===== src/sv/ssgr_pkg.sv =====
package ssgr_pkg;

  // Glyph geometry
  localparam int SegLen   = 16;
  localparam int SegThick = 5;
  localparam int Gap      = 2;
  localparam int Advance  = 5 * Gap + SegLen;
  localparam int StripsPerSeg = 5;

  localparam int CoordW = 8;
  localparam int MaskW  = SegLen;
  localparam int DigitW = 4;
  localparam int DirW   = 2;
  localparam int SegIdxW   = 3;
  localparam int StripIdxW = 3;

  localparam logic [DigitW-1:0] MaxDigit = DigitW'(9);
  localparam logic [StripIdxW-1:0] LastStrip = StripIdxW'(StripsPerSeg - 1);

  typedef logic [CoordW-1:0] coord_t;
  typedef logic [MaskW-1:0]  mask_t;
  typedef logic [DigitW-1:0] digit_t;
  typedef logic [DirW-1:0]   dir_t;
  typedef logic [SegIdxW-1:0]   seg_idx_t;
  typedef logic [StripIdxW-1:0] strip_idx_t;

  // Step direction codes
  localparam dir_t DirPosX = 2'd0;
  localparam dir_t DirPosY = 2'd1;
  localparam dir_t DirNegY = 2'd2;

  // Signed offsets as 8-bit two's complement
  localparam coord_t OffGap   = CoordW'(Gap);
  localparam coord_t OffNGap  = CoordW'(-Gap);
  localparam coord_t OffTop   = CoordW'(2 * SegLen + 3 * Gap - SegThick);
  localparam coord_t OffUpper = CoordW'(SegLen + 2 * Gap);
  localparam coord_t OffSide  = CoordW'(SegLen + 2 * Gap - SegThick);
  localparam coord_t OffNSide = CoordW'(-(SegLen + 2 * Gap - SegThick));
  localparam coord_t OffMid   = CoordW'(SegLen - SegThick + 2 * Gap + 1);
  localparam coord_t OffZero  = '0;
  localparam coord_t OffAdv   = CoordW'(Advance);
  localparam coord_t OffNAdv  = CoordW'(-Advance);

  typedef enum logic [2:0] {
    KindTop, KindLeft, KindBottom, KindRight, KindMiddle
  } kind_e;

  typedef enum logic {
    StIdle, StRun
  } state_e;

  typedef struct packed {
    coord_t dx;
    coord_t dy;
  } offset_t;

  typedef struct packed {
    coord_t strip_x;
    coord_t strip_y;
    dir_t   strip_dir;
    mask_t  pixel_mask;
    logic   bad_digit;
    logic   last_strip;
  } strip_t;

  // Controller to datapath
  typedef struct packed {
    logic load;
    logic emit;
  } ctrl_cmd_t;

  // Datapath to controller
  typedef struct packed {
    logic slot_free;
    logic last;
  } dp_stat_t;

  // Number of lit segments per digit
  function automatic seg_idx_t digit_count(digit_t d);
    seg_idx_t n;
    unique case (d)
      4'd0: n = 3'd6;
      4'd1: n = 3'd2;
      4'd2: n = 3'd5;
      4'd3: n = 3'd5;
      4'd4: n = 3'd4;
      4'd5: n = 3'd5;
      4'd6: n = 3'd6;
      4'd7: n = 3'd3;
      4'd8: n = 3'd7;
      4'd9: n = 3'd6;
      default: n = 3'd1;
    endcase
    return n;
  endfunction

  // Segment emitted at position i of a digit's sequence
  function automatic seg_idx_t digit_seg(digit_t d, seg_idx_t i);
    logic [20:0] row;
    unique case (d)
      4'd0: row = {3'd0, 3'd5, 3'd4, 3'd3, 3'd2, 3'd1, 3'd0};
      4'd1: row = {3'd0, 3'd0, 3'd0, 3'd0, 3'd0, 3'd4, 3'd5};
      4'd2: row = {3'd0, 3'd0, 3'd3, 3'd2, 3'd6, 3'd5, 3'd0};
      4'd3: row = {3'd0, 3'd0, 3'd6, 3'd5, 3'd4, 3'd3, 3'd0};
      4'd4: row = {3'd0, 3'd0, 3'd0, 3'd6, 3'd5, 3'd4, 3'd1};
      4'd5: row = {3'd0, 3'd0, 3'd6, 3'd4, 3'd3, 3'd1, 3'd0};
      4'd6: row = {3'd0, 3'd6, 3'd4, 3'd3, 3'd2, 3'd1, 3'd0};
      4'd7: row = {3'd0, 3'd0, 3'd0, 3'd0, 3'd5, 3'd4, 3'd0};
      4'd8: row = {3'd6, 3'd5, 3'd4, 3'd3, 3'd2, 3'd1, 3'd0};
      4'd9: row = {3'd0, 3'd6, 3'd5, 3'd4, 3'd3, 3'd1, 3'd0};
      default: row = '0;
    endcase
    unique case (i)
      3'd0: return row[2:0];
      3'd1: return row[5:3];
      3'd2: return row[8:6];
      3'd3: return row[11:9];
      3'd4: return row[14:12];
      3'd5: return row[17:15];
      3'd6: return row[20:18];
      default: return 3'd0;
    endcase
  endfunction

  function automatic kind_e seg_kind(seg_idx_t seg);
    kind_e k;
    unique case (seg)
      3'd0: k = KindTop;
      3'd1, 3'd2: k = KindLeft;
      3'd3: k = KindBottom;
      3'd4, 3'd5: k = KindRight;
      3'd6: k = KindMiddle;
      default: k = KindTop;
    endcase
    return k;
  endfunction

  // Start offset of a segment from the glyph origin
  function automatic offset_t seg_offset(seg_idx_t seg, logic land);
    offset_t o;
    unique case (seg)
      3'd0: o = land ? '{OffTop, OffNGap}     : '{OffGap, OffTop};
      3'd1: o = land ? '{OffUpper, OffZero}   : '{OffZero, OffUpper};
      3'd2: o = land ? '{OffGap, OffZero}     : '{OffZero, OffGap};
      3'd3: o = land ? '{OffZero, OffNGap}    : '{OffGap, OffZero};
      3'd4: o = land ? '{OffGap, OffNSide}    : '{OffSide, OffGap};
      3'd5: o = land ? '{OffUpper, OffNSide}  : '{OffSide, OffUpper};
      3'd6: o = land ? '{OffMid, OffNGap}     : '{OffGap, OffMid};
      default: o = '{OffZero, OffZero};
    endcase
    return o;
  endfunction

  // Trapezoid bitmap rows
  function automatic mask_t kind_mask(kind_e k, strip_idx_t s);
    mask_t m;
    logic [5*MaskW-1:0] row;
    unique case (k)
      KindTop:    row = {16'hFFFF, 16'h7FFE, 16'h3FFC, 16'h1FF8, 16'h0FF0};
      KindLeft:   row = {16'h07F0, 16'h0FF8, 16'h1FFC, 16'h3FFE, 16'h7FFF};
      KindBottom: row = {16'h0FF0, 16'h1FF8, 16'h3FFC, 16'h7FFE, 16'hFFFF};
      KindRight:  row = {16'h7FFF, 16'h3FFE, 16'h1FFC, 16'h0FF8, 16'h07F0};
      KindMiddle: row = {16'h3FFC, 16'h7FFE, 16'hFFFF, 16'h7FFE, 16'h3FFC};
      default:    row = '0;
    endcase
    unique case (s)
      3'd0: m = row[15:0];
      3'd1: m = row[31:16];
      3'd2: m = row[47:32];
      3'd3: m = row[63:48];
      3'd4: m = row[79:64];
      default: m = '0;
    endcase
    return m;
  endfunction

endpackage


===== src/sv/ssgr_in_if.sv =====
interface ssgr_in_if;
  import ssgr_pkg::*;

  logic   valid;
  logic   ready;
  logic   command;
  coord_t origin_x;
  coord_t origin_y;
  digit_t digit;

  modport source (output valid, command, origin_x, origin_y, digit, input ready);
  modport sink   (input valid, command, origin_x, origin_y, digit, output ready);
endinterface


===== src/sv/ssgr_out_if.sv =====
interface ssgr_out_if;
  import ssgr_pkg::*;

  logic   valid;
  logic   ready;
  coord_t strip_x;
  coord_t strip_y;
  dir_t   strip_dir;
  mask_t  pixel_mask;
  logic   bad_digit;
  logic   last_strip;

  modport source (output valid, strip_x, strip_y, strip_dir, pixel_mask, bad_digit,
                  last_strip, input ready);
  modport sink   (input valid, strip_x, strip_y, strip_dir, pixel_mask, bad_digit,
                  last_strip, output ready);
endinterface


===== src/sv/ssgr_cfg_if.sv =====
interface ssgr_cfg_if;
  logic valid;
  logic ready;
  logic landscape_mode;

  modport source (output valid, landscape_mode, input ready);
  modport sink   (input valid, landscape_mode, output ready);
endinterface


===== src/sv/ssgr_ctrl.sv =====
module ssgr_ctrl (
  input  logic                 clk_i,
  input  logic                 rst_ni,
  input  logic                 in_valid_i,
  output logic                 in_ready_o,
  input  ssgr_pkg::dp_stat_t   stat_i,
  output ssgr_pkg::ctrl_cmd_t  cmd_o,
  output ssgr_pkg::state_e     state_o
);
  import ssgr_pkg::*;

  state_e state_q, state_d;

  // State register
  always_ff @(posedge clk_i or negedge rst_ni) begin
    if (!rst_ni) begin
      state_q <= StIdle;
    end else begin
      state_q <= state_d;
    end
  end

  // Next state and commands
  always_comb begin
    state_d    = state_q;
    in_ready_o = 1'b0;
    cmd_o      = '0;
    unique case (state_q)
      StIdle: begin
        in_ready_o = 1'b1;
        if (in_valid_i) begin
          cmd_o.load = 1'b1;
          state_d    = StRun;
        end
      end
      StRun: begin
        if (stat_i.slot_free) begin
          cmd_o.emit = 1'b1;
          if (stat_i.last) begin
            state_d = StIdle;
          end
        end
      end
      default: state_d = StIdle;
    endcase
  end

  assign state_o = state_q;
endmodule


===== src/sv/ssgr_datapath.sv =====
module ssgr_datapath (
  input  logic                 clk_i,
  input  logic                 rst_ni,
  input  ssgr_pkg::ctrl_cmd_t  cmd_i,
  output ssgr_pkg::dp_stat_t   stat_o,
  input  logic                 cfg_we_i,
  input  logic                 cfg_land_i,
  input  logic                 in_command_i,
  input  ssgr_pkg::coord_t     in_origin_x_i,
  input  ssgr_pkg::coord_t     in_origin_y_i,
  input  ssgr_pkg::digit_t     in_digit_i,
  input  logic                 out_ready_i,
  output logic                 out_valid_o,
  output ssgr_pkg::strip_t     out_strip_o
);
  import ssgr_pkg::*;

  logic       land_q;
  coord_t     pen_x_q, pen_y_q;
  coord_t     ox_q, oy_q;
  digit_t     dig_q;
  seg_idx_t   seg_idx_q;
  strip_idx_t strip_idx_q;
  logic       out_valid_q;
  strip_t     out_q;

  coord_t     ox_sel, oy_sel;
  logic       bad_in;
  logic       bad;
  logic       seg_last;
  seg_idx_t   seg;
  kind_e      kind;
  offset_t    off;
  coord_t     sx, sy, s_ext;
  strip_t     cur;

  // Origin select on load
  assign ox_sel = in_command_i ? pen_x_q : in_origin_x_i;
  assign oy_sel = in_command_i ? pen_y_q : in_origin_y_i;
  assign bad_in = in_digit_i > MaxDigit;

  // Current strip
  assign bad      = dig_q > MaxDigit;
  assign seg      = digit_seg(dig_q, seg_idx_q);
  assign kind     = seg_kind(seg);
  assign off      = seg_offset(seg, land_q);
  assign sx       = ox_q + off.dx;
  assign sy       = oy_q + off.dy;
  assign s_ext    = CoordW'(strip_idx_q);
  assign seg_last = seg_idx_q == digit_count(dig_q) - 3'd1;

  always_comb begin
    cur = '0;
    if (bad) begin
      cur.bad_digit  = 1'b1;
      cur.last_strip = 1'b1;
    end else begin
      cur.pixel_mask = kind_mask(kind, strip_idx_q);
      cur.last_strip = seg_last && (strip_idx_q == LastStrip);
      case (kind)
        KindTop, KindBottom, KindMiddle: begin
          if (land_q) begin
            cur.strip_x = sx + s_ext; cur.strip_y = sy; cur.strip_dir = DirNegY;
          end else begin
            cur.strip_x = sx; cur.strip_y = sy + s_ext; cur.strip_dir = DirPosX;
          end
        end
        default: begin
          if (land_q) begin
            cur.strip_x = sx; cur.strip_y = sy - s_ext; cur.strip_dir = DirPosX;
          end else begin
            cur.strip_x = sx + s_ext; cur.strip_y = sy; cur.strip_dir = DirPosY;
          end
        end
      endcase
    end
  end

  // Control state: mode, pen, counters, output valid
  always_ff @(posedge clk_i or negedge rst_ni) begin
    if (!rst_ni) begin
      land_q      <= 1'b0;
      pen_x_q     <= '0;
      pen_y_q     <= '0;
      seg_idx_q   <= '0;
      strip_idx_q <= '0;
      out_valid_q <= 1'b0;
    end else begin
      if (cfg_we_i) begin
        land_q <= cfg_land_i;
      end
      if (cmd_i.load) begin
        seg_idx_q   <= '0;
        strip_idx_q <= '0;
        if (!bad_in) begin
          pen_x_q <= land_q ? ox_sel : ox_sel + OffAdv;
          pen_y_q <= land_q ? oy_sel + OffNAdv : oy_sel;
        end
      end
      if (cmd_i.emit) begin
        out_valid_q <= 1'b1;
        if (strip_idx_q == LastStrip) begin
          strip_idx_q <= '0;
          seg_idx_q   <= seg_idx_q + 3'd1;
        end else begin
          strip_idx_q <= strip_idx_q + 3'd1;
        end
      end else if (out_ready_i) begin
        out_valid_q <= 1'b0;
      end
    end
  end

  // Payload registers
  always_ff @(posedge clk_i) begin
    if (cmd_i.load) begin
      ox_q  <= ox_sel;
      oy_q  <= oy_sel;
      dig_q <= in_digit_i;
    end
    if (cmd_i.emit) begin
      out_q <= cur;
    end
  end

  assign stat_o.slot_free = !out_valid_q || out_ready_i;
  assign stat_o.last      = cur.last_strip;
  assign out_valid_o      = out_valid_q;
  assign out_strip_o      = out_q;
endmodule


===== src/sv/seven_segment_glyph_rasterizer_unit.sv =====
// Channel  Dir  Payload                                              Role
// in_i     in   command, origin_x, origin_y, digit                   one digit to draw
// cfg_i    in   landscape_mode                                       layout select
// out_o    out  strip_x, strip_y, strip_dir, pixel_mask, bad_digit,  one strip per transaction
//               last_strip
//
// A digit is accepted, then emits one strip per cycle while the output is not stalled:
// 5 strips per lit segment, so 10 to 35 strips (1 for a bad digit), paced by the strip counter.
// One digit is in flight at a time; the next is accepted once the last strip
// sits in the output register. A stalled output holds the strip sequencer.
// Reset clears pen position, layout mode and all handshake state.
module seven_segment_glyph_rasterizer_unit (
  input  logic       clk_i,
  input  logic       rst_ni,
  ssgr_in_if.sink    in_i,
  ssgr_cfg_if.sink   cfg_i,
  ssgr_out_if.source out_o
);
  import ssgr_pkg::*;

  ctrl_cmd_t cmd;
  dp_stat_t  stat;
  state_e    state;
  strip_t    strip;

  ssgr_ctrl u_ctrl (
    .clk_i      (clk_i),
    .rst_ni     (rst_ni),
    .in_valid_i (in_i.valid),
    .in_ready_o (in_i.ready),
    .stat_i     (stat),
    .cmd_o      (cmd),
    .state_o    (state)
  );

  ssgr_datapath u_datapath (
    .clk_i         (clk_i),
    .rst_ni        (rst_ni),
    .cmd_i         (cmd),
    .stat_o        (stat),
    .cfg_we_i      (cfg_i.valid),
    .cfg_land_i    (cfg_i.landscape_mode),
    .in_command_i  (in_i.command),
    .in_origin_x_i (in_i.origin_x),
    .in_origin_y_i (in_i.origin_y),
    .in_digit_i    (in_i.digit),
    .out_ready_i   (out_o.ready),
    .out_valid_o   (out_o.valid),
    .out_strip_o   (strip)
  );

  // Config writes are always taken
  assign cfg_i.ready = 1'b1;

  assign out_o.strip_x    = strip.strip_x;
  assign out_o.strip_y    = strip.strip_y;
  assign out_o.strip_dir  = strip.strip_dir;
  assign out_o.pixel_mask = strip.pixel_mask;
  assign out_o.bad_digit  = strip.bad_digit;
  assign out_o.last_strip = strip.last_strip;

  // A digit in progress blocks new input transactions
  assert property (@(posedge clk_i) disable iff (!rst_ni)
    in_i.valid && in_i.ready |=> !in_i.ready && state == StRun)
    else $error("input taken while a digit is in progress");

  // An error result stands alone and carries no pixels
  assert property (@(posedge clk_i) disable iff (!rst_ni)
    out_o.valid && out_o.bad_digit |-> out_o.last_strip && out_o.pixel_mask == '0)
    else $error("bad digit result malformed");

  // Strips always light pixels and use a defined direction
  assert property (@(posedge clk_i) disable iff (!rst_ni)
    out_o.valid && !out_o.bad_digit |->
      out_o.pixel_mask != '0 && !(out_o.strip_dir[1] && out_o.strip_dir[0]))
    else $error("strip with no pixels or bad direction");

  // Back to idle only after the final strip was loaded
  assert property (@(posedge clk_i) disable iff (!rst_ni)
    state == StRun && $past(state) == StRun && !in_i.ready ##1 in_i.ready |->
      out_o.valid && out_o.last_strip)
    else $error("sequencer left a digit early");
endmodule

===== src/flat_wrapper.sv =====
// flat-port wrapper written by rule: the top's interface ports become plain ports
module seven_segment_glyph_rasterizer_unit_flat import ssgr_pkg::*;
  (clk_i, rst_ni, in_i_valid, in_i_command, in_i_origin_x, in_i_origin_y, in_i_digit, in_i_ready, cfg_i_valid, cfg_i_landscape_mode, cfg_i_ready, out_o_valid, out_o_strip_x, out_o_strip_y, out_o_strip_dir, out_o_pixel_mask, out_o_bad_digit, out_o_last_strip, out_o_ready);
  ssgr_in_if in_i_i ();
  ssgr_cfg_if cfg_i_i ();
  ssgr_out_if out_o_i ();
  input  logic clk_i;
  input  logic rst_ni;
  input wire logic [$bits(in_i_i.valid)-1:0] in_i_valid;
  input wire logic [$bits(in_i_i.command)-1:0] in_i_command;
  input wire logic [$bits(in_i_i.origin_x)-1:0] in_i_origin_x;
  input wire logic [$bits(in_i_i.origin_y)-1:0] in_i_origin_y;
  input wire logic [$bits(in_i_i.digit)-1:0] in_i_digit;
  output wire logic [$bits(in_i_i.ready)-1:0] in_i_ready;
  input wire logic [$bits(cfg_i_i.valid)-1:0] cfg_i_valid;
  input wire logic [$bits(cfg_i_i.landscape_mode)-1:0] cfg_i_landscape_mode;
  output wire logic [$bits(cfg_i_i.ready)-1:0] cfg_i_ready;
  output wire logic [$bits(out_o_i.valid)-1:0] out_o_valid;
  output wire logic [$bits(out_o_i.strip_x)-1:0] out_o_strip_x;
  output wire logic [$bits(out_o_i.strip_y)-1:0] out_o_strip_y;
  output wire logic [$bits(out_o_i.strip_dir)-1:0] out_o_strip_dir;
  output wire logic [$bits(out_o_i.pixel_mask)-1:0] out_o_pixel_mask;
  output wire logic [$bits(out_o_i.bad_digit)-1:0] out_o_bad_digit;
  output wire logic [$bits(out_o_i.last_strip)-1:0] out_o_last_strip;
  input wire logic [$bits(out_o_i.ready)-1:0] out_o_ready;
  assign in_i_i.valid = in_i_valid;
  assign in_i_i.command = in_i_command;
  assign in_i_i.origin_x = in_i_origin_x;
  assign in_i_i.origin_y = in_i_origin_y;
  assign in_i_i.digit = in_i_digit;
  assign in_i_ready = in_i_i.ready;
  assign cfg_i_i.valid = cfg_i_valid;
  assign cfg_i_i.landscape_mode = cfg_i_landscape_mode;
  assign cfg_i_ready = cfg_i_i.ready;
  assign out_o_valid = out_o_i.valid;
  assign out_o_strip_x = out_o_i.strip_x;
  assign out_o_strip_y = out_o_i.strip_y;
  assign out_o_strip_dir = out_o_i.strip_dir;
  assign out_o_pixel_mask = out_o_i.pixel_mask;
  assign out_o_bad_digit = out_o_i.bad_digit;
  assign out_o_last_strip = out_o_i.last_strip;
  assign out_o_i.ready = out_o_ready;
  seven_segment_glyph_rasterizer_unit u_core (.clk_i(clk_i), .rst_ni(rst_ni), .in_i(in_i_i), .cfg_i(cfg_i_i), .out_o(out_o_i));
endmodule

===== config.mk =====
export PLATFORM = sky130hd
export DESIGN_NAME = seven_segment_glyph_rasterizer_unit_flat
export DESIGN_NICKNAME = d
export VERILOG_FILES = /design/src/sv/ssgr_pkg.sv /design/src/sv/ssgr_in_if.sv /design/src/sv/ssgr_out_if.sv /design/src/sv/ssgr_cfg_if.sv /design/src/sv/ssgr_ctrl.sv /design/src/sv/ssgr_datapath.sv /design/src/sv/seven_segment_glyph_rasterizer_unit.sv /design/src/flat_wrapper.sv
export SDC_FILE = /design/constraint.sdc
export NUM_CORES = 1
export LEC_CHECK = 0
export BUFFER_PORTS_ARGS = -buffer_cell sky130_fd_sc_hd__buf_2
export CAP_MARGIN = 20
export CORE_MARGIN = 2
export CORE_UTILIZATION = 37
export CTS_BUF_LIST = sky130_fd_sc_hd__clkbuf_8
export CTS_CLUSTER_SIZE = 20
export DETAILED_ROUTE_END_ITERATION = 16
export MAX_ROUTING_LAYER = met4
export SLEW_MARGIN = 15
export SYNTH_ARGS = -nofsm -noshare
export SYNTH_HDL_FRONTEND = slang
export SYNTH_SLANG_ARGS = --single-unit

===== constraint.sdc =====
create_clock -name clk_i -period 5.6 [get_ports clk_i]
set_clock_uncertainty 0.2 [all_clocks]
set_input_delay 1.4 -clock clk_i [delete_from_list [all_inputs] [get_ports clk_i]]
set_output_delay 1.4 -clock clk_i [all_outputs]
set_load 0.01 [all_outputs]

==> reports/metrics.json, run 1 <==
{
  "slack_of_the_critical_path_ns": 0.5779,
  "share_clk_of_total_power": 0.131,
  "p_leak_nw": 2.888,
  "finalSetupViolCount": 0,
  "ys_seq_area_frac": 0.4248,
  "dr_total_vias": 4686,
  "intPower_mw": 2.129,
  "design.die.area_mm2": 0.01724,
  "timing.critical_path.from_type": "flip-flop",
  "drc_errors": 0,
  "pre_cts_slack_ns": 0.6226,
  "max_cap_violations": 0,
  "holdBufCountCts": 0,
  "yosysWarningCount": 0,
  "grt_first_pass_wirelength_mm": 22.27,
  "first_global_vias": 4519,
  "cellPowerDensity_mw_per_mm2": 560.6,
  "critPathArrivalTime_ns": 4.95,
  "synthDominantAreaCellType": "sky130_fd_sc_hd__edfxtp_1",
  "area_growth_pct": 11.77,
  "finalWorstPathRequiredPeriod_ns": 5.022,
  "top_count_cell_post_synth": "sky130_fd_sc_hd__nand2_1",
  "hp-start": "u_core.u_datapath.pen_y_q[4]",
  "clock_tree_from_tritoncts": "done",
  "final_layout_size_suffix_gt1_frac": 0.1620,
  "regArea_mm2": 0.002547,
  "die-height_um": 131.3,
  "max-slew-margin-rel": 0.4334,
  "maximum_operating_frequency_ghz": 0.1991,
  "postSynth.asyncResetShare": 0.2604,
  "synthTopCellsByArea": "sky130_fd_sc_hd__edfxtp_1, sky130_fd_sc_hd__dfrtp_1, sky130_fd_sc_hd__ha_1",
  "floorplan.core_area_mm2": 0.01589,
  "cts_sinks": 96,
  "netSwitchingFraction": 0.4335,
  "overflow": 0,
  "num_io_pins": 66,
  "fin_nets": 743,
  "netlist_instances": 617,
  "routed_wl_mm": 13.40,
  "count_of_flip_flops_with_a_built_in_enable_after_synthesis": 50,
  "cts_made_buffers": 9,
  "place.port_buffers": 64,
  "timing.reg2reg.setup_slack_ns": 0.58,
  "drv_slew": 0,
  "clock_latency_ns": 0.38,
  "via_per_instance_ratio": 5.271,
  "postSynthAreaPerCell_um2": 9.720,
  "clk_path_buf_depth": 2,
  "cts_post_setup_buffers_inserted": 0,
  "wl_per_cell_um": 15.08,
  "initialDrtViolationCount": 332,
  "multi_input_comb_area_mm2": 0.003167,
  "worstSetupEndpointType": "flip-flop",
  "post-synth-top-area-fraction": 0.2504,
  "main_flop_type_after_synthesis": "sky130_fd_sc_hd__edfxtp_1",
  "clkSlewWorstSetupHoldPaths_ns": 0.09,
  "tightest_slew_ns": 0.8410,
  "pwr-share-seq": 0.304,
  "worstPathRequired_ns": 5.53,
  "cts.repair.resized": 0,
  "fin_setup_tns_ns": 0,
  "htreeDepth": 3,
  "hpwlAfterDp_mm": 9.982,
  "regToRegStartpoint": "u_core.u_datapath.seg_idx_q[0]",
  "setup.worst_path.start": "u_core.u_datapath.seg_idx_q[0]",
  "vdd_drop_max_mv": 0.1857,
  "grt_setup_unrepaired": "false",
  "grt_util_all_layers": 0.1628,
  "timing.final.crit_share": 0.8968,
  "critical_path_class": "flip-flop to flip-flop",
  "netlist-cell-type-count": 67,
  "syn_area_mm2": 0.005997,
  "finalHoldViolCount": 0,
  "synthesis.nets": 692,
  "grt_max_degree": 38,
  "ant_nets": 0,
  "holdCritPathClass": "flip-flop to flip-flop",
  "grt_antenna_before_repair": 0,
  "first_pass_iters": 5,
  "critical_path.max_fanout": 9,
  "final_replace_weighted_congestion": 0.9013,
  "run_status": "completed",
  "cts_root_buffer": "sky130_fd_sc_hd__clkbuf_8",
  "switching_power_total_mw": 1.629,
  "yosys-top-cells-count": "sky130_fd_sc_hd__nand2_1, sky130_fd_sc_hd__edfxtp_1, sky130_fd_sc_hd__a21oi_1",
  "initial_core_util": 0.3775,
  "fp-row-count": 46,
  "die_w_um": 131.3,
  "ys_ff_latch": 96,
  "nFillCells": 1614,
  "antenna_cells": 0,
  "power.share.combinational": 0.565
}
area by class of cell:
| type | count | area share |
|---|---|---|
| Clock inverter | 7 | 0.01288 |
| Inverter | 36 | 0.02016 |
| Sequential cell | 96 | 0.3801 |
| Tap cell | 216 | 0.04032 |
| Timing Repair Buffer | 71 | 0.05563 |
| Clock buffer | 9 | 0.01848 |
| Multi-Input combinational cell | 454 | 0.4725 |
final timing paths:
check / end / depth (start not counted)
max in group asynchronous: u_core.u_datapath.strip_idx_q[2] / 1
max: u_core.u_datapath.out_strip_o[27] / 19
min: u_core.u_datapath.pen_y_q[4] / 2
max reg2reg: u_core.u_datapath.out_strip_o[27] / 19
min reg2reg: u_core.u_datapath.pen_y_q[4] / 2
min in group asynchronous: u_core.u_datapath.pen_x_q[4] / 1
per-stage QoR:
step	hold WS (ns)	utilization	total power [mW]	std cells	area, µm²
6_report	0.2864	0.4219	3.757	889	6703
5_1_grt	0.3178	0.4219	4.075	889	6703
4_1_cts	0.2922	0.4219	3.754	889	6703
3_5_place_dp	0.2671	0.4087	3.240	873	6492
3_3_place_gp	0.2562	0.4087	3.187	873	6492
2_1_floorplan	0.2444	-	2.745	617	5997
power groups by stage:
| stage | combinational, mW | clock [mW] | sequential (mW) |
|---|---|---|---|
| after detailed placement | 2.08 | 0 | 1.16 |
| after CTS | 2.10 | 0.507 | 1.14 |
| after floorplan | 1.57 | 0 | 1.18 |
| after global placement | 2.04 | 0 | 1.15 |
| final | 2.12 | 0.492 | 1.14 |
| after global routing | 2.37 | 0.535 | 1.17 |
cell families after synthesis:
family,share of synthesized area
AOI/OAI and AO/OA,0.1738
xor gates and xnor gates,0.05946
adders and majority gates,0.1064
buffers and inverters,0.04715
DFF,0.4248
muxes,0.05383
other,0.0006253
and+or+nand+nor,0.1339
critical path, stage by stage (launching register included):
cell                       delay [ns]
sky130_fd_sc_hd__dfrtp_1         0.46
sky130_fd_sc_hd__inv_1           0.09
sky130_fd_sc_hd__ha_1            0.29
sky130_fd_sc_hd__a222oi_1        0.41
sky130_fd_sc_hd__mux2i_1         0.20
sky130_fd_sc_hd__a21oi_2         0.35
sky130_fd_sc_hd__xnor2_1         0.26
sky130_fd_sc_hd__xnor2_1         0.16
sky130_fd_sc_hd__o21ai_0         0.15
sky130_fd_sc_hd__fa_1            0.47
sky130_fd_sc_hd__xnor2_1         0.24
sky130_fd_sc_hd__inv_1           0.15
sky130_fd_sc_hd__ha_1            0.34
sky130_fd_sc_hd__inv_1           0.08
sky130_fd_sc_hd__o21ai_0         0.07
sky130_fd_sc_hd__a21oi_1         0.20
sky130_fd_sc_hd__nand3_1         0.13
sky130_fd_sc_hd__nor4_1          0.30
sky130_fd_sc_hd__or3_1           0.16
sky130_fd_sc_hd__mux2i_1         0.06
per-layer routing:
layer	vias up	routed length [µm]	track usage
li1	2316	-	-
met1	2203	6475	0.2147
met2	139	5943	0.2468
met3	28	659	0.02894
met4	0	326	0.07065
met5	-	0	-
cells in the final DEF (no fill, tap or decap), drive strengths merged, types with 4 or more instances in the layout:
cell	netlist	routed
dfxtp	21	21
o211ai	6	6
a21o	11	11
a21oi	45	45
mux2	15	15
edfxtp	50	50
and3	5	5
a211oi	9	9
nand2	72	72
ha	43	43
dfrtp	25	25
nor2b	6	6
xnor2	28	28
nand2b	4	4
nor3	20	20
o21a	4	4
fa	5	5
xor2	5	5
inv	34	38
buf	11	71
or3	6	6
a31oi	6	6
nand3	13	13
o21ai	44	44
mux2i	15	15
clkbuf	20	9
nor2	40	40
(Power assumes the default switching activity.)
==> run 2: changes to the inputs <==
- BUFFER_PORTS_ARGS: -buffer_cell sky130_fd_sc_hd__buf_2 -> -buffer_cell sky130_fd_sc_hd__clkbuf_2
- SETUP_SLACK_MARGIN: not set -> 0.05
==> run 2 against run 1 <==
- count of clock-buffer cells in the layout is the same
- design area down 0.13%
- hold slack got worse by 0.0027 ns
- via count down 0.58%
- non-clock buffer count did not move
- first-iteration DRC count is 4.5% lower
- critical path depth is 1 lower
- flip-flop and latch count stayed put
- clock power down 6.9%
- sequential power is essentially flat
- largest power group unchanged
- highest routed layer unchanged
==> reports/metrics.json, run 2 (synthesis results as in run 1) <==
{
  "run_status": "completed",
  "power.share.combinational": {"value": 0.568, "change": "+0.003"},
  "clkSlewWorstSetupHoldPaths": {"value": 0.09, "unit": "ns", "change": "about the same"},
  "grt_setup_unrepaired": "false",
  "drv_slew": {"value": 0, "change": "unchanged"},
  "grt_max_degree": {"value": 38, "change": "unchanged"},
  "commonest_cells_after_routing_fill_and_taps_aside": "sky130_fd_sc_hd__nand2_1, sky130_fd_sc_hd__clkbuf_2, sky130_fd_sc_hd__edfxtp_1",
  "pwr-share-seq": {"value": 0.309, "change": "+0.005"},
  "vdd_drop_max": {"value": 0.1565, "unit": "mV", "change": "-16%"},
  "critical_path.max_fanout": {"value": 13, "change": "+4"},
  "cts_sinks": {"value": 96, "change": "unchanged"},
  "grt_first_pass_wirelength": {"value": 22.36, "unit": "mm", "change": "+0.40%"},
  "holdPathStages": {"value": 2, "change": "unchanged"},
  "slowest_delay": {"value": 0.56, "unit": "ns", "change": "+0.09 ns"},
  "cts_root_buffer": "sky130_fd_sc_hd__clkbuf_8",
  "fin_nets": {"value": 743, "change": "unchanged"},
  "rr_worst_depth": {"value": 18, "change": "-1"},
  "initialDrtViolationCount": {"value": 317, "change": "-4.5%"},
  "holdCritPathClass": "flip-flop to flip-flop",
  "via_per_instance_ratio": {"value": 5.241, "change": "-0.58%"},
  "routed_wl": {"value": 13.30, "unit": "mm", "change": "-0.78%"},
  "intPower": {"value": 2.084, "unit": "mW", "change": "-2.1%"},
  "fin_setup_tns": {"value": 0, "unit": "ns", "change": "unchanged"},
  "cellPowerDensity": {"value": 554.4, "unit": "mW/mm²", "change": "-1.1%"},
  "critPathArrivalTime": {"value": 4.92, "unit": "ns", "change": "-0.03 ns"},
  "cts_post_setup_buffers_inserted": {"value": 0, "change": "unchanged"},
  "dr_total_vias": {"value": 4659, "change": "-0.58%"},
  "htreeDepth": {"value": 3, "change": "unchanged"},
  "max-slew-margin-rel": {"value": 0.4448, "change": "+0.01136"},
  "floorplan.core_area": {"value": 0.01589, "unit": "mm²", "change": "unchanged"},
  "wl_per_cell": {"value": 14.96, "unit": "µm", "change": "-0.78%"},
  "switching_power_total": {"value": 1.627, "unit": "mW", "change": "about the same"},
  "antenna_cells": {"value": 0, "change": "unchanged"},
  "path_cells": "inv_1, ha_1, a222oi_1, mux2i_1, a21o_1, nor2_1, nand2_1, a21oi_1, ha_1, fa_1, ha_1, nor2b_1, o21ai_0, a21oi_1, nand3_1, nor4_1, or3_1, mux2i_1",
  "clk_path_buf_depth": {"value": 2, "change": "unchanged"},
  "ant_nets": {"value": 0, "change": "unchanged"},
  "nFillCells": {"value": 1591, "change": "-1.4%"},
  "overflow": {"value": 0, "change": "unchanged"},
  "maximum_operating_frequency": {"value": 0.2002, "unit": "GHz", "change": "+0.55%"},
  "finalSetupViolCount": {"value": 0, "change": "unchanged"},
  "area_growth_pct": 11.62,
  "cp_common_cell": "sky130_fd_sc_hd__ha_1",
  "grt_antenna_before_repair": {"value": 0, "change": "unchanged"},
  "num_io_pins": {"value": 66, "change": "unchanged"},
  "timing.final.crit_share": {"value": 0.8919, "change": "-0.004921"},
  "netSwitchingFraction": {"value": 0.4385, "change": "+0.004998"},
  "timing.critical_path.from_type": "flip-flop",
  "cp_slowest_cell": "sky130_fd_sc_hd__fa_1",
  "clock_latency": {"value": 0.38, "unit": "ns", "change": "about the same"},
  "finalPower": {"value": 3.711, "unit": "mW", "change": "-1.2%"},
  "finalWorstPathRequiredPeriod": {"value": 4.995, "unit": "ns", "change": "-0.02756 ns"},
  "p_leak": {"value": 2.890, "unit": "nW", "change": "about the same"},
  "regArea": {"value": 0.002547, "unit": "mm²", "change": "unchanged"},
  "first_pass_iters": {"value": 6, "change": "+1"},
  "fp-row-count": {"value": 46, "change": "unchanged"},
  "initial_core_util": {"value": 0.3775, "change": "unchanged"},
  "first_global_vias": {"value": 4521, "change": "+0.044%"},
  "max_cap_violations": {"value": 0, "change": "unchanged"},
  "die_w": {"value": 131.3, "unit": "µm", "change": "unchanged"},
  "share_clk_of_total_power": {"value": 0.123, "change": "-0.008"},
  "design.die.area": {"value": 0.01724, "unit": "mm²", "change": "unchanged"},
  "multi_input_comb_area": {"value": 0.003174, "unit": "mm²", "change": "+0.24%"},
  "hpwlAfterDp": {"value": 10.04, "unit": "mm", "change": "+0.57%"},
  "tightest_slew": {"value": 0.8308, "unit": "ns", "change": "-0.01016 ns"},
  "final_layout_size_suffix_gt1_frac": {"value": 0.1634, "change": "+0.001486"},
  "place.port_buffers": {"value": 64, "change": "unchanged"},
  "mostFrequentLayoutCell": "sky130_fd_sc_hd__nand2_1",
  "clock_tree_from_tritoncts": "done",
  "worstPathRequired": {"value": 5.53, "unit": "ns", "change": "about the same"},
  "holdBufCountCts": {"value": 0, "change": "unchanged"},
  "final_replace_weighted_congestion": {"value": 0.9004, "change": "about the same"},
  "critical_path_class": "flip-flop to flip-flop",
  "die-height": {"value": 131.3, "unit": "µm", "change": "unchanged"},
  "drc_errors": {"value": 0, "change": "unchanged"},
  "cts_made_buffers": {"value": 9, "change": "unchanged"},
  "finalHoldViolCount": {"value": 0, "change": "unchanged"},
  "worstSetupEndpointType": "flip-flop",
  "grt_util_all_layers": {"value": 0.1638, "change": "+0.001066"}
}
==> run 2: cell count changes in the layout (fill, tap and decap cells not counted), sizes merged <==
cell	delta
buf	-64
bufinv	-1
clkbuf	+64
inv	+1
==> run 2: final timing paths <==
path                                                          end                            from  slack (ns)
worst max-delay path            u_core.u_datapath.out_strip_o[27]  u_core.u_datapath.seg_idx_q[0]        0.61
worst min-delay path                 u_core.u_datapath.pen_x_q[4]    u_core.u_datapath.pen_x_q[4]        0.28
worst max register to register  u_core.u_datapath.out_strip_o[27]  u_core.u_datapath.seg_idx_q[0]        0.61
worst min register to register       u_core.u_datapath.pen_x_q[4]    u_core.u_datapath.pen_x_q[4]        0.28
max in group asynchronous           u_core.u_datapath.out_valid_o                          rst_ni        3.90
min in group asynchronous            u_core.u_datapath.pen_x_q[3]                          rst_ni        0.84
==> run 2: critical path, delay by kind of cell, from the launching register on <==
kind            cells  cell delay [ns]
compound gates      5             1.16
simple gates        6             1.15
fa+ha+maj           4             1.43
flops               1             0.45
mux                 2             0.28
buf+inv             1             0.09
==> run 2: through the flow <==
stage	hold WS [ns]	cells	utilization	area [µm²]	setup slack, ns
after floorplan	0.2444	617	-	5997	1.196
after global placement	0.2564	873	0.4087	6492	0.8999
after detailed placement	0.2665	873	0.4087	6492	0.6593
after CTS	0.2888	889	0.4209	6686	0.6317
after global routing	0.3296	889	0.4214	6694	0.08836
final	0.2837	889	0.4214	6694	0.6055
==> run 2: power by group through the flow <==
stage	Combinational, mW	Sequential (mW)	Clock [mW]
CTS	2.09	1.15	0.476
finish	2.11	1.15	0.458
floorplan	1.57	1.18	0
global route	2.38	1.17	0.499
global placement	2.04	1.16	0
detailed placement	2.08	1.16	0
==> run 2: final cells by class <==
type	instances	share of cell area
clock inverter	7	0.01047
inverter	36	0.02019
sequential	96	0.3806
clock buffer	9	0.01850
tap	216	0.04037
multi-input combinational	454	0.4742
timing repair buffer	71	0.05570
==> run 2: repair_timing <==
action                                 4_1_cts  5_1_grt
endpoints found under the hold margin        0        0
gates resized for setup                      0        1
setup endpoints to repair                    0        1
==> run 2: layer usage <==
layer | routed length (µm) | GRT usage | up-vias
met2 | 5965 | 0.2456 | 127
li1 | - | - | 2315
met3 | 625 | 0.03549 | 15
met5 | 0 | - | -
met4 | 222 | 0.05918 | 0
met1 | 6487 | 0.2192 | 2202
==> run 3: changes to the inputs <==
- CORE_ASPECT_RATIO: not set -> 1.5
==> run 3 against run 2 <==
- non-clock buffer count down 2
- first-iteration DRC count down 22%
- core utilization down 0.35 points
- count of clock-buffer cells in the layout unchanged
- worst setup slack better by 0.041 ns
- routed wire length up 2.0%
- final cell count down 1.3%
- maximum frequency up 0.82%
- critical path depth up 2
- combinational power about the same
- via count down 1.7%
- clock power up 16%
==> reports/metrics.json, run 3 (synthesis results as in run 1) <==
{
  "run_status": "completed",
  "place.port_buffers": {"value": 64, "change": "unchanged"},
  "timing.final.crit_share": {"value": 0.8846, "change": "-0.007274"},
  "wl_per_cell": {"value": 15.46, "unit": "µm", "change": "+3.4%"},
  "final_replace_weighted_congestion": {"value": 0.8802, "change": "-2.2%"},
  "finalWorstPathRequiredPeriod": {"value": 4.954, "unit": "ns", "change": "-0.04073 ns"},
  "cp_num_cells": {"value": 20, "change": "+2"},
  "rr_worst_depth": {"value": 20, "change": "+2"},
  "finalSetupViolCount": {"value": 0, "change": "unchanged"},
  "first_pass_iters": {"value": 4, "change": "-2"},
  "htreeDepth": {"value": 3, "change": "unchanged"},
  "hp-start": "u_core.u_datapath.pen_x_q[4]",
  "mostFrequentLayoutCell": "sky130_fd_sc_hd__nand2_1",
  "fp-row-count": {"value": 57, "change": "+24%"},
  "hpwlAfterDp": {"value": 10.56, "unit": "mm", "change": "+5.2%"},
  "ant_nets": {"value": 0, "change": "unchanged"},
  "commonest_cells_after_routing_fill_and_taps_aside": "sky130_fd_sc_hd__nand2_1, sky130_fd_sc_hd__clkbuf_2, sky130_fd_sc_hd__edfxtp_1",
  "holdCritPathClass": "flip-flop to flip-flop",
  "regToRegStartpoint": "u_core.u_datapath.seg_idx_q[0]",
  "cts_made_buffers": {"value": 9, "change": "unchanged"},
  "final_layout_size_suffix_gt1_frac": {"value": 0.1654, "change": "+0.001977"},
  "holdPathStages": {"value": 2, "change": "unchanged"},
  "first_global_vias": {"value": 4618, "change": "+2.1%"},
  "p_leak": {"value": 2.892, "unit": "nW", "change": "about the same"},
  "finalPower": {"value": 3.779, "unit": "mW", "change": "+1.8%"},
  "grt_antenna_before_repair": {"value": 0, "change": "unchanged"},
  "antenna_cells": {"value": 0, "change": "unchanged"},
  "worst-path-buf-inv": {"value": 3, "change": "+2"},
  "routed_wl": {"value": 13.56, "unit": "mm", "change": "+2.0%"},
  "maximum_operating_frequency": {"value": 0.2019, "unit": "GHz", "change": "+0.82%"},
  "floorplan.core_area": {"value": 0.01605, "unit": "mm²", "change": "+1.0%"},
  "tightest_slew": {"value": 0.8512, "unit": "ns", "change": "+0.02038 ns"},
  "finalHoldViolCount": {"value": 0, "change": "unchanged"},
  "crit_family": "compound AO/OA/AOI/OAI gates",
  "overflow": {"value": 0, "change": "unchanged"},
  "max-slew-margin-rel": {"value": 0.4265, "change": "-0.01824"},
  "worstSetupEndpointType": "flip-flop",
  "setup.worst_path.start": "u_core.u_datapath.seg_idx_q[0]",
  "num_io_pins": {"value": 66, "change": "unchanged"},
  "grt_first_pass_wirelength": {"value": 22.75, "unit": "mm", "change": "+1.7%"},
  "area_growth_pct": 11.83,
  "cts.repair.resized": {"value": 0, "change": "unchanged"},
  "cp_slowest_cell": "sky130_fd_sc_hd__dfrtp_1",
  "grt_setup_unrepaired": "false",
  "critical_path.max_fanout": {"value": 13, "change": "unchanged"},
  "die_w": {"value": 108.0, "unit": "µm", "change": "-18%"},
  "drc_errors": {"value": 0, "change": "unchanged"},
  "clock_latency": {"value": 0.38, "unit": "ns", "change": "about the same"},
  "cts_root_buffer": "sky130_fd_sc_hd__clkbuf_8",
  "fin_nets": {"value": 741, "change": "-0.27%"},
  "max_cap_violations": {"value": 0, "change": "unchanged"},
  "via_per_instance_ratio": {"value": 5.223, "change": "-0.33%"},
  "critical_path_class": "flip-flop to flip-flop",
  "slowest_delay": {"value": 0.45, "unit": "ns", "change": "-0.11 ns"},
  "placement.cell_area": {"value": 0.006466, "unit": "mm²", "change": "-0.40%"},
  "cts_post_setup_buffers_inserted": {"value": 0, "change": "unchanged"},
  "clk_path_buf_depth": {"value": 2, "change": "unchanged"},
  "fin_setup_tns": {"value": 0, "unit": "ns", "change": "unchanged"},
  "grt_max_degree": {"value": 38, "change": "unchanged"},
  "holdBufCountCts": {"value": 0, "change": "unchanged"},
  "vdd_drop_max": {"value": 0.1699, "unit": "mV", "change": "+8.6%"},
  "worstPathRequired": {"value": 5.53, "unit": "ns", "change": "about the same"},
  "design.die.area": {"value": 0.01726, "unit": "mm²", "change": "+0.13%"},
  "post-route-util": {"value": 0.4179, "change": "-0.003459"},
  "grt_util_all_layers": {"value": 0.1715, "change": "+0.007699"},
  "path_cells": "inv_1, ha_1, a222oi_1, mux2i_1, a21o_1, nor3_1, a21oi_1, nor2_1, a21o_1, ha_1, xnor2_1, inv_1, ha_1, inv_1, o21ai_0, a21oi_1, nand3_1, nor4_1, or3_1, mux2i_1",
  "initial_core_util": {"value": 0.3737, "change": "-0.003797"},
  "die-height": {"value": 159.9, "unit": "µm", "change": "+22%"},
  "dr_total_vias": {"value": 4581, "change": "-1.7%"},
  "clock_tree_from_tritoncts": "done",
  "critPathArrivalTime": {"value": 4.88, "unit": "ns", "change": "-0.04 ns"},
  "initialDrtViolationCount": {"value": 248, "change": "-22%"},
  "drv_slew": {"value": 0, "change": "unchanged"},
  "timing.critical_path.from_type": "flip-flop",
  "post-route-cell-area": {"value": 0.006706, "unit": "mm²", "change": "+0.19%"},
  "cts_sinks": {"value": 96, "change": "unchanged"},
  "cellPowerDensity": {"value": 563.5, "unit": "mW/mm²", "change": "+1.6%"},
  "clkSlewWorstSetupHoldPaths": {"value": 0.10, "unit": "ns", "change": "about the same"}
}
## run 3: cell type report
class / instances / area (µm²)
Sequential cell: 96 / 2547
Multi-Input combinational cell: 454 / 3176
Clock buffer: 9 / 123.9
Fill cell: 1585 / 9340
Tap cell: 206 / 257.7
Inverter: 36 / 135.1
Timing Repair Buffer: 69 / 357.8
Clock inverter: 7 / 108.9
## run 3: where the power goes
group / internal, mW / leakage [nW] / switching [mW]
combinational: 0.848 / 1.80 / 1.24
clock: 0.262 / 0.118 / 0.270
sequential: 1.03 / 0.971 / 0.134
## run 3: routing by layer
| layer | wire (µm) | track usage | vias up | share of wire |
|---|---|---|---|---|
| met5 | 0 | - | - | 0 |
| met4 | 503 | 0.07692 | 0 | 0.037 |
| met3 | 399 | 0.02531 | 25 | 0.029 |
| met2 | 6812 | 0.2873 | 86 | 0.50 |
| met1 | 5845 | 0.2016 | 2162 | 0.43 |
| li1 | - | - | 2308 | - |
## run 3: path summary, 6_finish.rpt
| kind | to | slack [ns] |
|---|---|---|
| setup / recovery | u_core.u_datapath.out_strip_o[27] | 0.65 |
| hold / removal | u_core.u_datapath.pen_x_q[4] | 0.29 |
| setup reg to reg | u_core.u_datapath.out_strip_o[27] | 0.65 |
| hold reg to reg | u_core.u_datapath.pen_x_q[4] | 0.29 |
| max in group asynchronous | u_core.u_datapath.strip_idx_q[2] | 3.87 |
| min in group asynchronous | u_core.u_datapath.pen_x_q[5] | 0.85 |
## run 3: worst register-to-register path, delay by kind of cell, from the launching register on
family	cells	cell delay [ns]
XOR/XNOR	1	0.22
flip-flops	1	0.45
adder cells (fa/ha/maj)	3	0.87
buffers and inverters	3	0.30
multiplexers	2	0.27
AO/OA/AOI/OAI	6	1.20
AND/OR/NAND/NOR	5	1.18
## run 3: per-stage QoR
stage | std cells | worst slack [ns] | hold slack [ns]
floorplan | 617 | 1.196 | 0.2444
global placement | 861 | 0.8359 | 0.2580
detailed placement | 861 | 0.6321 | 0.2736
CTS | 877 | 0.6134 | 0.2971
global route | 877 | 0.1241 | 0.3344
finish | 877 | 0.6462 | 0.2936
